$ cat src/design/tgca_pkg.sv
// Shared types, glyph constants and lookup functions for the Thai glyph cluster adjuster.
// No dependencies; every other file in the design uses this package.
`timescale 1ns / 1ps
`default_nettype none

package tgca_pkg;

  localparam int FIFO_DEPTH_DEF = 4;
  localparam int JOB_SLOTS = 5;

  localparam logic [7:0] SARA_AM         = 8'hD3;
  localparam logic [7:0] SARA_AA         = 8'hD2;
  localparam logic [7:0] NIKHAHIT        = 8'hED;
  localparam logic [7:0] TOP_DROP        = 8'd96;
  localparam logic [7:0] LOW_RAISE       = 8'd36;
  localparam logic [7:0] CH_PO_PLA       = 8'hBB;
  localparam logic [7:0] CH_FO_FA        = 8'hBD;
  localparam logic [7:0] CH_FO_FAN       = 8'hBF;
  localparam logic [7:0] CH_THO_THAN     = 8'hB0;
  localparam logic [7:0] GL_THO_THAN_NT  = 8'h9F;
  localparam logic [7:0] CH_YO_YING      = 8'hAD;
  localparam logic [7:0] GL_YO_YING_NT   = 8'h90;
  localparam logic [7:0] CH_DO_CHADA     = 8'hAE;
  localparam logic [7:0] CH_TO_PATAK     = 8'hAF;

  typedef enum logic [1:0] {
    LVL_BASE,
    LVL_LOW,
    LVL_UPPER,
    LVL_TOP
  } level_t;

  typedef struct packed {
    logic [7:0] in_byte;
    logic       line_end;
  } in_item_t;

  typedef struct packed {
    logic [7:0] out_byte;
    logic       run_last;
    logic       line_last;
  } out_item_t;

  typedef struct packed {
    logic [7:0] base;
    logic [7:0] low;
    logic [7:0] upper;
    logic [7:0] top;
  } cluster_t;

  // Slots are base, low, upper, top of the closed cluster, then a base opened and flushed.
  typedef struct packed {
    logic [JOB_SLOTS-1:0][7:0] glyph;
    logic [JOB_SLOTS-1:0]      present;
    logic                      line_end;
  } job_t;

  function automatic level_t level_of(input logic [7:0] c);
    level_t lvl;
    unique case (c)
      8'hD1, 8'hD4, 8'hD5, 8'hD6, 8'hD7, 8'hE7, 8'hED: lvl = LVL_UPPER;
      8'hD8, 8'hD9, 8'hDA, 8'hFC, 8'hFD:               lvl = LVL_LOW;
      8'hE8, 8'hE9, 8'hEA, 8'hEB, 8'hEC, 8'hEE:        lvl = LVL_TOP;
      default:                                         lvl = LVL_BASE;
    endcase
    return lvl;
  endfunction

  function automatic logic [7:0] shift_left(input logic [7:0] c);
    logic [7:0] g;
    unique case (c)
      8'h88:   g = 8'h83;
      8'h89:   g = 8'h84;
      8'h8A:   g = 8'h85;
      8'h8B:   g = 8'h86;
      8'h8C:   g = 8'h87;
      8'hED:   g = 8'h8F;
      8'hE8:   g = 8'h98;
      8'hE9:   g = 8'h99;
      8'hEA:   g = 8'h9A;
      8'hEB:   g = 8'h9B;
      8'hEC:   g = 8'h9C;
      8'hD4:   g = 8'h94;
      8'hD5:   g = 8'h95;
      8'hD6:   g = 8'h96;
      8'hD7:   g = 8'h97;
      8'hD1:   g = 8'h92;
      8'hE7:   g = 8'h93;
      default: g = c;
    endcase
    return g;
  endfunction

  function automatic cluster_t adjust(input cluster_t cl);
    cluster_t r;
    r = cl;
    if (r.top != 8'h00 && r.upper == 8'h00) begin
      r.upper = r.top - TOP_DROP;
      r.top   = 8'h00;
    end
    if (r.base == CH_PO_PLA || r.base == CH_FO_FA || r.base == CH_FO_FAN) begin
      if (r.upper != 8'h00) r.upper = shift_left(r.upper);
      if (r.top != 8'h00) r.top = shift_left(r.top);
    end
    if (r.base == CH_THO_THAN && r.low != 8'h00) r.base = GL_THO_THAN_NT;
    if (r.base == CH_YO_YING && r.low != 8'h00) r.base = GL_YO_YING_NT;
    if ((r.base == CH_DO_CHADA || r.base == CH_TO_PATAK) && r.low != 8'h00) begin
      r.low = r.low + LOW_RAISE;
    end
    return r;
  endfunction

endpackage

`default_nettype wire

$ cat src/design/tgca_front.sv
// Front end: classifies each input byte, keeps the pending cluster and builds emit jobs.
// Depends on tgca_pkg for types, level and glyph lookup functions.
`timescale 1ns / 1ps
`default_nettype none

module tgca_front (
  input  wire logic              clk,
  input  wire logic              rst_n,
  input  wire logic              in_valid,
  input  tgca_pkg::in_item_t     in_data,
  output logic                   in_ready,
  input  wire logic              fifo_full,
  output logic                   push,
  output tgca_pkg::job_t         job
);

  logic               valid_r, valid_nxt;
  tgca_pkg::cluster_t pend_r, pend_nxt;
  tgca_pkg::cluster_t closing;
  tgca_pkg::cluster_t adj;
  tgca_pkg::level_t   lvl;
  logic               is_base;
  logic               emit_a;
  logic               accept;
  logic [7:0]         new_base;

  assign in_ready = !fifo_full;
  assign accept   = in_valid && in_ready;

  always_comb begin
    lvl      = tgca_pkg::level_of(in_data.in_byte);
    is_base  = (lvl == tgca_pkg::LVL_BASE);
    new_base = (in_data.in_byte == tgca_pkg::SARA_AM) ? tgca_pkg::SARA_AA : in_data.in_byte;

    closing = pend_r;
    unique case (lvl)
      tgca_pkg::LVL_LOW:   closing.low   = in_data.in_byte;
      tgca_pkg::LVL_UPPER: closing.upper = in_data.in_byte;
      tgca_pkg::LVL_TOP:   closing.top   = in_data.in_byte;
      tgca_pkg::LVL_BASE: begin
        if (in_data.in_byte == tgca_pkg::SARA_AM) closing.upper = tgca_pkg::NIKHAHIT;
      end
    endcase
    adj    = tgca_pkg::adjust(closing);
    emit_a = valid_r && (is_base || in_data.line_end);

    job.glyph[0]   = adj.base;
    job.glyph[1]   = adj.low;
    job.glyph[2]   = adj.upper;
    job.glyph[3]   = adj.top;
    job.glyph[4]   = new_base;
    job.present[0] = emit_a;
    job.present[1] = emit_a && (adj.low != 8'h00);
    job.present[2] = emit_a && (adj.upper != 8'h00);
    job.present[3] = emit_a && (adj.top != 8'h00);
    job.present[4] = is_base && in_data.line_end;
    job.line_end   = in_data.line_end;
    push           = accept && (|job.present);

    valid_nxt = valid_r;
    pend_nxt  = pend_r;
    if (accept) begin
      if (in_data.line_end) begin
        valid_nxt = 1'b0;
      end else if (is_base) begin
        valid_nxt = 1'b1;
        pend_nxt  = '{base: new_base, low: 8'h00, upper: 8'h00, top: 8'h00};
      end else begin
        pend_nxt = closing;
      end
    end
  end

  always_ff @(posedge clk) begin
    if (!rst_n) begin
      valid_r <= 1'b0;
    end else begin
      valid_r <= valid_nxt;
    end
    pend_r <= pend_nxt;
  end

endmodule

`default_nettype wire

$ cat src/design/tgca_fifo.sv
// Short job queue between the front end and the byte serializer.
// Depends on tgca_pkg for the job type.
`timescale 1ns / 1ps
`default_nettype none

module tgca_fifo #(
  parameter int DEPTH = tgca_pkg::FIFO_DEPTH_DEF
) (
  input  wire logic      clk,
  input  wire logic      rst_n,
  input  wire logic      push,
  input  tgca_pkg::job_t push_data,
  output logic           full,
  input  wire logic      pop,
  output logic           rd_valid,
  output tgca_pkg::job_t rd_data
);

  localparam int PTR_W = (DEPTH > 1) ? $clog2(DEPTH) : 1;
  localparam int CNT_W = $clog2(DEPTH + 1);

  tgca_pkg::job_t   mem_r [DEPTH];
  logic [PTR_W-1:0] wr_ptr_r, wr_ptr_nxt;
  logic [PTR_W-1:0] rd_ptr_r, rd_ptr_nxt;
  logic [CNT_W-1:0] count_r, count_nxt;
  logic             do_push, do_pop;

  assign full     = (count_r == CNT_W'(DEPTH));
  assign rd_valid = (count_r != '0);
  assign rd_data  = mem_r[rd_ptr_r];
  assign do_push  = push && !full;
  assign do_pop   = pop && rd_valid;

  always_comb begin
    wr_ptr_nxt = wr_ptr_r;
    rd_ptr_nxt = rd_ptr_r;
    count_nxt  = count_r;
    if (do_push) begin
      wr_ptr_nxt = (wr_ptr_r == PTR_W'(DEPTH - 1)) ? '0 : wr_ptr_r + 1'b1;
    end
    if (do_pop) begin
      rd_ptr_nxt = (rd_ptr_r == PTR_W'(DEPTH - 1)) ? '0 : rd_ptr_r + 1'b1;
    end
    if (do_push && !do_pop) begin
      count_nxt = count_r + 1'b1;
    end else if (do_pop && !do_push) begin
      count_nxt = count_r - 1'b1;
    end
  end

  always_ff @(posedge clk) begin
    if (!rst_n) begin
      wr_ptr_r <= '0;
      rd_ptr_r <= '0;
      count_r  <= '0;
    end else begin
      wr_ptr_r <= wr_ptr_nxt;
      rd_ptr_r <= rd_ptr_nxt;
      count_r  <= count_nxt;
    end
    if (do_push) begin
      mem_r[wr_ptr_r] <= push_data;
    end
  end

endmodule

`default_nettype wire

$ cat src/design/tgca_back.sv
// Back end: takes one job at a time and sends its present glyphs one byte per transaction.
// Depends on tgca_pkg for the job and result types.
`timescale 1ns / 1ps
`default_nettype none

module tgca_back (
  input  wire logic         clk,
  input  wire logic         rst_n,
  input  wire logic         fifo_valid,
  input  tgca_pkg::job_t    fifo_data,
  output logic              fifo_pop,
  output logic              out_valid,
  input  wire logic         out_ready,
  output tgca_pkg::out_item_t out_data
);

  localparam int N = tgca_pkg::JOB_SLOTS;

  logic [N-1:0][7:0] glyph_r;
  logic [N-1:0]      present_r, present_nxt;
  logic              line_r;
  logic [N-1:0]      pick;
  logic [N-1:0]      rest;
  logic [7:0]        sel;
  logic              last;
  logic              take;

  always_comb begin
    pick = present_r & (~present_r + 1'b1);
    rest = present_r & ~pick;
    last = (rest == '0);
    sel  = 8'h00;
    for (int i = 0; i < N; i++) begin
      sel = sel | (glyph_r[i] & {8{pick[i]}});
    end
    out_valid          = |present_r;
    out_data.out_byte  = sel;
    out_data.run_last  = last;
    out_data.line_last = last && line_r;
    take     = !out_valid || (out_ready && last);
    fifo_pop = take && fifo_valid;

    present_nxt = present_r;
    if (take) begin
      present_nxt = fifo_valid ? fifo_data.present : '0;
    end else if (out_ready) begin
      present_nxt = rest;
    end
  end

  always_ff @(posedge clk) begin
    if (!rst_n) begin
      present_r <= '0;
    end else begin
      present_r <= present_nxt;
    end
    if (fifo_pop) begin
      glyph_r <= fifo_data.glyph;
      line_r  <= fifo_data.line_end;
    end
  end

endmodule

`default_nettype wire

$ cat src/design/thai_glyph_cluster_adjuster_unit.sv
// Thai glyph cluster adjuster, top level: front end, job queue and byte serializer.
// Accepts one input byte per cycle while the queue has room; sends one output byte per cycle while out_ready is high.
// The first byte of a closed cluster is offered once its job is written to the queue and then loaded by the serializer.
// Each glyph of a cluster goes out as its own output byte; FIFO_DEPTH jobs absorb bursts between the sides.
// Synchronous active-low reset empties the queue and drops any pending cluster.
`timescale 1ns / 1ps
`default_nettype none

module thai_glyph_cluster_adjuster_unit #(
  parameter int FIFO_DEPTH = tgca_pkg::FIFO_DEPTH_DEF
) (
  input  wire logic           clk,
  input  wire logic           rst_n,
  input  wire logic           in_valid,
  output logic                in_ready,
  input  tgca_pkg::in_item_t  in_data,
  output logic                out_valid,
  input  wire logic           out_ready,
  output tgca_pkg::out_item_t out_data
);

  tgca_pkg::job_t push_job;
  tgca_pkg::job_t head_job;
  logic           push;
  logic           fifo_full;
  logic           fifo_valid;
  logic           fifo_pop;

  tgca_front u_front (
    .clk       (clk),
    .rst_n     (rst_n),
    .in_valid  (in_valid),
    .in_data   (in_data),
    .in_ready  (in_ready),
    .fifo_full (fifo_full),
    .push      (push),
    .job       (push_job)
  );

  tgca_fifo #(
    .DEPTH (FIFO_DEPTH)
  ) u_fifo (
    .clk       (clk),
    .rst_n     (rst_n),
    .push      (push),
    .push_data (push_job),
    .full      (fifo_full),
    .pop       (fifo_pop),
    .rd_valid  (fifo_valid),
    .rd_data   (head_job)
  );

  tgca_back u_back (
    .clk        (clk),
    .rst_n      (rst_n),
    .fifo_valid (fifo_valid),
    .fifo_data  (head_job),
    .fifo_pop   (fifo_pop),
    .out_valid  (out_valid),
    .out_ready  (out_ready),
    .out_data   (out_data)
  );

  a_line_last_ends_run: assert property (@(posedge clk) disable iff (!rst_n)
    out_valid && out_data.line_last |-> out_data.run_last)
    else $error("line_last without run_last");

  a_drain_goes_idle: assert property (@(posedge clk) disable iff (!rst_n)
    out_valid && out_ready && out_data.run_last && !fifo_valid |=> !out_valid)
    else $error("output still valid after last job drained");

  a_full_not_empty: assert property (@(posedge clk) disable iff (!rst_n)
    fifo_full |-> fifo_valid)
    else $error("queue full while empty");

  a_no_push_when_full: assert property (@(posedge clk) disable iff (!rst_n)
    push |-> !fifo_full)
    else $error("job pushed into full queue");

endmodule

`default_nettype wire

$ cat config.mk
export PLATFORM = sky130hd
export DESIGN_NAME = thai_glyph_cluster_adjuster_unit
export DESIGN_NICKNAME = d
export VERILOG_FILES = /design/src/design/tgca_pkg.sv /design/src/design/tgca_front.sv /design/src/design/tgca_fifo.sv /design/src/design/tgca_back.sv /design/src/design/thai_glyph_cluster_adjuster_unit.sv
export SDC_FILE = /design/constraint.sdc
export NUM_CORES = 1
export LEC_CHECK = 0
export BUFFER_PORTS_ARGS = -buffer_cell sky130_fd_sc_hd__buf_2
export CAP_MARGIN = 15
export CORE_ASPECT_RATIO = 0.75
export CORE_MARGIN = 2
export CORE_UTILIZATION = 63
export DETAILED_ROUTE_END_ITERATION = 6
export PLACE_DENSITY = 0.9
export SLEW_MARGIN = 20
export SYNTH_ARGS = -nofsm -noshare
export SYNTH_HDL_FRONTEND = slang
export SYNTH_HIERARCHICAL = 1
export SYNTH_SLANG_ARGS = --single-unit
$ cat constraint.sdc
create_clock -name clk -period 5.1 [get_ports clk]
set_input_delay 0.51 -clock clk [delete_from_list [all_inputs] [get_ports clk]]
set_output_delay 0.51 -clock clk [all_outputs]
set_load 0.005 [all_outputs]
# --- After elaboration in Yosys (flattened, before gate mapping) ---
# Memories as Yosys holds them, arrays and structs flattened. A register that Yosys moved wholly into a read port is not among the register bits.
# Cells that the tools add are included.
totals:
  register_bits: 86
  ram_bits: 184
  input_bits: 13
  out_inout_bits: 12
  wordCells: 180
  mem_count: 1
mem_list:
  columns: ["memory", "depth", "width", "read_ports", "rd_ports_with_merged_regs", "wr", "line", "text"]
  rows:
  - ["u_fifo.mem_r", 4, 46, 1, 1, 1, "tgca_fifo.sv:22", "tgca_pkg::job_t mem_r [DEPTH];"]
op_classes:
  n_addsub: 7
  n_eq_ne: 66
  mux: 28
  n_bitwise: 14
  reduce_logical: 49
ops:
  columns: ["cell", "n"]
  rows:
  - ["$eq A8 B8 Y1 const B", 60]
  - ["$pmux W8 S17", 2]
  - ["$mux W8", 9]
  - ["$reduce_bool A8 Y1", 7]
  - ["$and A8 B8 Y8", 5]
  - ["$mux W16", 2]
  - ["$or A8 B8 Y8", 4]
  - ["$logic_and A1 B1 Y1", 18]
  - ["$pmux W8 S2", 1]
  - ["$mux W5", 3]
  - ["$reduce_or A5 Y1", 3]
  - ["$and A5 B5 Y5", 2]
  - ["$not A5 Y5", 2]
  - ["$add A8 B6 Y8 const B", 1]
  - ["$eq A2 B2 Y1 const B", 4]
  - ["$logic_not A8 Y1", 1]
  - ["$mux W2", 4]
  - ["$sub A8 B7 Y8 const B", 1]
  - ["$reduce_or A7 Y1", 1]
  - ["$mux W3", 2]
  - ["$pmux W2 S3", 1]
  - ["$reduce_bool A2 Y1", 3]
  - ["$reduce_or A6 Y1", 1]
  - ["$add A5 B1 Y5 const B", 1]
  - ["14 further kinds", 26]

# --- Logic depth before layout (Yosys ltp) ---
depth:
  ltp_word: 24
  mapped_depth: 17
  mapped_depth_nobuf: 15

# --- Cells and area by module ---
# The synthesis kept the hierarchy.
modules_own_cells:
  columns: ["mod", "instances", "cells_each", "area_each_um2", "seq_area_each_um2"]
  rows:
  - ["tgca_fifo", 1, 291, 7181.9, 5705.5]
  - ["tgca_front", 1, 425, 3352.0, 980.9]
  - ["tgca_back", 1, 119, 1819.2, 1331.3]

# --- Worst setup path before layout ---
# No wires, ideal clock.
synth_path:
  kind: "input port to flip-flop"
  startpoint: "input port in_data[6] in the netlist's numbering"
  endpoint: "memory u_fifo/mem_r[0][0] in the netlist's numbering (enable)"
  setup_ns: 0.408
  arrival_time_ns: 3.530
  required_ns: 4.692
  path_slack_ns: 1.162
  stages: 11
  path_buffers: 3
  path_cell_list: "buf_2 > and4b_1 > o2111a_1 > clkbuf_1 > nor3_1 > o21ai_0 > inv_1 > o21a_1 > nor2b_1 > buf_2 > and2_1"
synth_via:
  elab_cells_between_ends: 103
  cone_classes: "2 x add/sub; 59 x eq/ne; 16 x mux; 26 x reduce/logical"
synth_rtl:
  columns: ["element", "line", "text"]
  rows:
  - ["start, declared", "thai_glyph_cluster_adjuster_unit.sv:16", "input tgca_pkg::in_item_t in_data,"]
  - ["$eq A8 B8 Y1", "tgca_pkg.sv:60", "unique case (c)"]
  - ["$reduce_or A7 Y1 (tied with other cells)", "tgca_pkg.sv:60", null]
  - ["$pmux W2 S3 (*)", "tgca_pkg.sv:60", null]
  - ["$logic_not A2 Y1 (*)", "tgca_front.sv:32", "is_base = (lvl == tgca_pkg::LVL_BASE);"]
  - ["$logic_or A1 B1 Y1 (*)", "tgca_front.sv:45", "emit_a = valid_r && (is_base || in_data.line_end);"]
  - ["$logic_and A1 B1 Y1 (*)", "tgca_front.sv:45", null]
  - ["named net u_front.emit_a", "tgca_front.sv:23", "logic emit_a;"]
  - ["$logic_and A1 B1 Y1, on equally long branches", "tgca_front.sv:53, tgca_front.sv:54, tgca_front.sv:55", null]
  - ["$reduce_or A5 Y1 (*)", "tgca_front.sv:58", "push = accept && (|job.present);"]
  - ["$logic_and A1 B1 Y1 (*)", "tgca_front.sv:58", null]
  - ["named net push", "thai_glyph_cluster_adjuster_unit.sv:24", "logic push;"]
  - ["$logic_and A1 B1 Y1 (*)", "tgca_fifo.sv:31", "assign do_push = push && !full;"]
  - ["named net u_fifo.do_push", "tgca_fifo.sv:26", "logic do_push, do_pop;"]
  - ["$mux W1 (*)", "tgca_fifo.sv:61", "if (do_push) begin"]
  - ["$mux W1 (implied by the code) (*)", "tgca_fifo.sv:62", "mem_r[wr_ptr_r] <= push_data;"]
  - ["end, declared", "tgca_fifo.sv:22", null]
# The timed path passes the listed nets; every way through them passes the cells marked *.

==> results.ini <==
[global_routing]
grt_max_degree=47
antenna_found_initial=1
overflow=0
grt_usage=0.2927
grt_pass1_vias=7546
grt_pass1_wl_mm=46.48

[synthesis]
ys_warn_count=6
ys_seq_area_frac=0.6490
syn-num-nets=858
ys_ff_latch=272
avgSynthCellArea_um2=14.79
ys.flop_type=edfxtp_1
async_reset_ff_frac=0
synth_top_family_by_area=simple AND/OR/NAND/NOR gates
yosysTopAreaCell=edfxtp_1
yosys-top-cells-area=edfxtp_1 (62%), mux4_2 (7.3%), dfxtp_1 (2.4%)
synth-edff-count=257
synthAdderAreaFrac=0.01155
synth_xor_area_frac=0.006381
yosys.area_share.simple=0.1090
syn_area_um2=12350
yosysUniqueCellTypes=87
yosysMostFrequentCell=edfxtp_1
synth-compound-area-share=0.1023
muxShareOfSynthArea=0.09075
synth_commonest_cells=edfxtp_1 (257), nor2_1 (64), nand2_1 (55), mux4_2 (40), o21ai_0 (31)
synth_cells=835
yosysTopAreaCellShare=0.6247

[setup_path]
end_kind=flop
slowest_stage=a21oi_1
reg2reg_from=u_front/pend_r[14]$_SDFFCE_PN0P_
cp_cell_sequence=buf_2 > or2_1 > o22a_1 > nand3b_1 > a21oi_1 > ha_1 > nand2_1 > nor4_2 > nor4_4 > o21a_1 > xnor2_1 > or4_1 > o31a_1
critical_path.startpoint=in_data[3]
path_max_fanout=20
r2r_end=u_fifo/mem_r[0][32]$_DFFE_PP_
arrival_ps=4470
path_class=in2reg
critPathLaunchType=primary input
required_ps=5380
ff2ff_path_depth=9
r2r_slack_ps=1010
slowest_delay_ps=590
crit_end=u_fifo/mem_r[1][2]$_DFFE_PP_

[clocking]
cts_tree=yes
postCtsHoldBufs=0
clkLatencyLatePin_ps=530
clockBufferDepth=3
ctsResizeCount=0
cts_made_buffers=25
postCtsSetupBuffers=0
cts.sinks=272
path_clk_slew_ps=70
cts-root-buf=clkbuf_16
htreeDepth=1

[sta]
hold_ws_ps=316.2
tightest_slew_ps=1109
finalSetupViolCount=0
hold_viol=0
finalCritPeriodShare=0.8220
maxSlewViolCount=0
rsz0062_at_grt=no
clock.fmax_mhz=238.5
post-route-min-period_ps=4192
fin_worst_skew_ps=15.74
tns_ps=0
slew_headroom=0.2601

[power]
vdd_drop_max_v=0.0007296
p_per_area_nw_per_um2=473.4
p_leak_nw=4.406

[routing]
wl_mm=29.99
final_antenna_net_count=0
drt_first_pass_iters=6
drtIter0Drc=1424
num_vias=7909
drc=0
vias_per_cell=7.005
wl_per_cell_um=26.56

[placement]
dpl.hpwl_mm=18.36
portBuffers=24
dpl-instance-area_um2=12690
place_congestion=0.9306
post-place-cells=1083

[die]
die_area_um2=20760
die_y_um=125.3
start_util=0.6411
core-area_um2=19270
ios=25
die_x_um=165.7
rows=44

[layout]
final_area_um2=13450
syn_to_final_growth_pct=8.842
nets=880
drive_above_1_share=0.1728
finalNonFillerCells=1129

[worst_hold_path]
hold_path.class=in2reg

[run]
max-cap-violations=0

[status]
status=complete, no violations

through the flow:
step | worst slack, ps | power, mW | util
2_1_floorplan | 1162 | 4.173 | -
3_3_place_gp | 686.7 | 4.523 | 0.6587
3_5_place_dp | 602.7 | 4.601 | 0.6587
4_1_cts | 1090 | 6.374 | 0.6975
5_1_grt | 673.9 | 6.602 | 0.6975
6_report | 907.6 | 6.365 | 0.6978
cell families after synthesis:
| logic type | count (synthesis) |
|---|---|
| compound gates | 171 |
| xor+xnor | 9 |
| fa+ha+maj | 11 |
| buf+inv | 70 |
| flops | 272 |
| mux | 52 |
| simple gates | 250 |
routing by layer:
metal  global-route usage  routed length [um]  vias up
met5                    0                   0        -
met4              0.07877                 782        0
met2               0.4620               14250      594
li1                     -                   -     3357
met3              0.05255                3110       72
met1               0.4300               11850     3886
where the power goes:
group / total [mW] / switching [mW] / internal [mW]
logic: 1.36 / 0.755 / 0.605
clock network: 1.75 / 0.795 / 0.954
registers: 3.26 / 0.315 / 2.94
worst max-delay path: cells and delay by family:
kind / cells / cell delay, ps
simple gates: 6 / 1890
compound gates: 4 / 1320
xor+xnor: 1 / 220
fa+ha+maj: 1 / 300
buf+inv: 1 / 220
area by class of cell:
class	instances	area, um2
inverters	21	78.83
repair buffers	44	307.8
multi-input cells	493	3966
clock inverters	14	103.9
flip-flops and latches	272	8023
clock buffers	30	644.4
well taps	253	316.6
fillers	1218	5823
diodes	2	5.005
registers in the layout, indices dropped and copies added (netlist names), named ones only:
name / count
u_front/pend_r: 24
u_fifo/mem_r: 184
u_back/present_r: 5
u_fifo/count_r: 3
u_back/glyph_r: 40
u_back/line_r: 1
u_fifo/rd_ptr_r: 2
u_front/valid_r: 1
u_front/closing: 8
u_fifo/wr_ptr_r: 2
cell usage in the layout (no fill, tap or decap), types with 9 or more instances in the layout:
cell type / synthesis / layout
edfxtp_1: 257 / 257
nor2_1: 64 / 64
nand2_1: 55 / 55
mux4_2: 40 / 40
o21ai_0: 31 / 31
clkbuf_16: 0 / 25
buf_2: 16 / 24
a21oi_1: 21 / 21
inv_1: 20 / 20
buf_4: 5 / 17
nor3_1: 18 / 17
nand3_1: 17 / 17
nor2b_1: 14 / 13
dfxtp_1: 15 / 13
and2_1: 16 / 12
a31oi_1: 11 / 11
a22oi_1: 9 / 9
a221o_1: 9 / 9
o211ai_1: 9 / 9
ha_1: 9 / 9
worst min-delay path by stage:
stage | cells past startpoint | end | startpoint
after global placement | 2 | u_front/valid_r$_SDFFE_PN0P_ | u_front/valid_r$_SDFFE_PN0P_
after floorplan | 2 | u_front/valid_r$_SDFFE_PN0P_ | u_front/valid_r$_SDFFE_PN0P_
after CTS | 1 | u_fifo/mem_r[2][0]$_DFFE_PP_ | in_data[0]
after detailed placement | 2 | u_front/valid_r$_SDFFE_PN0P_ | u_front/valid_r$_SDFFE_PN0P_
final | 1 | u_fifo/mem_r[3][0]$_DFFE_PP_ | in_data[0]
after global routing | 1 | u_fifo/mem_r[1][0]$_DFFE_PP_ | in_data[0]
No activity file was read; power rests on OpenSTA's default activity.
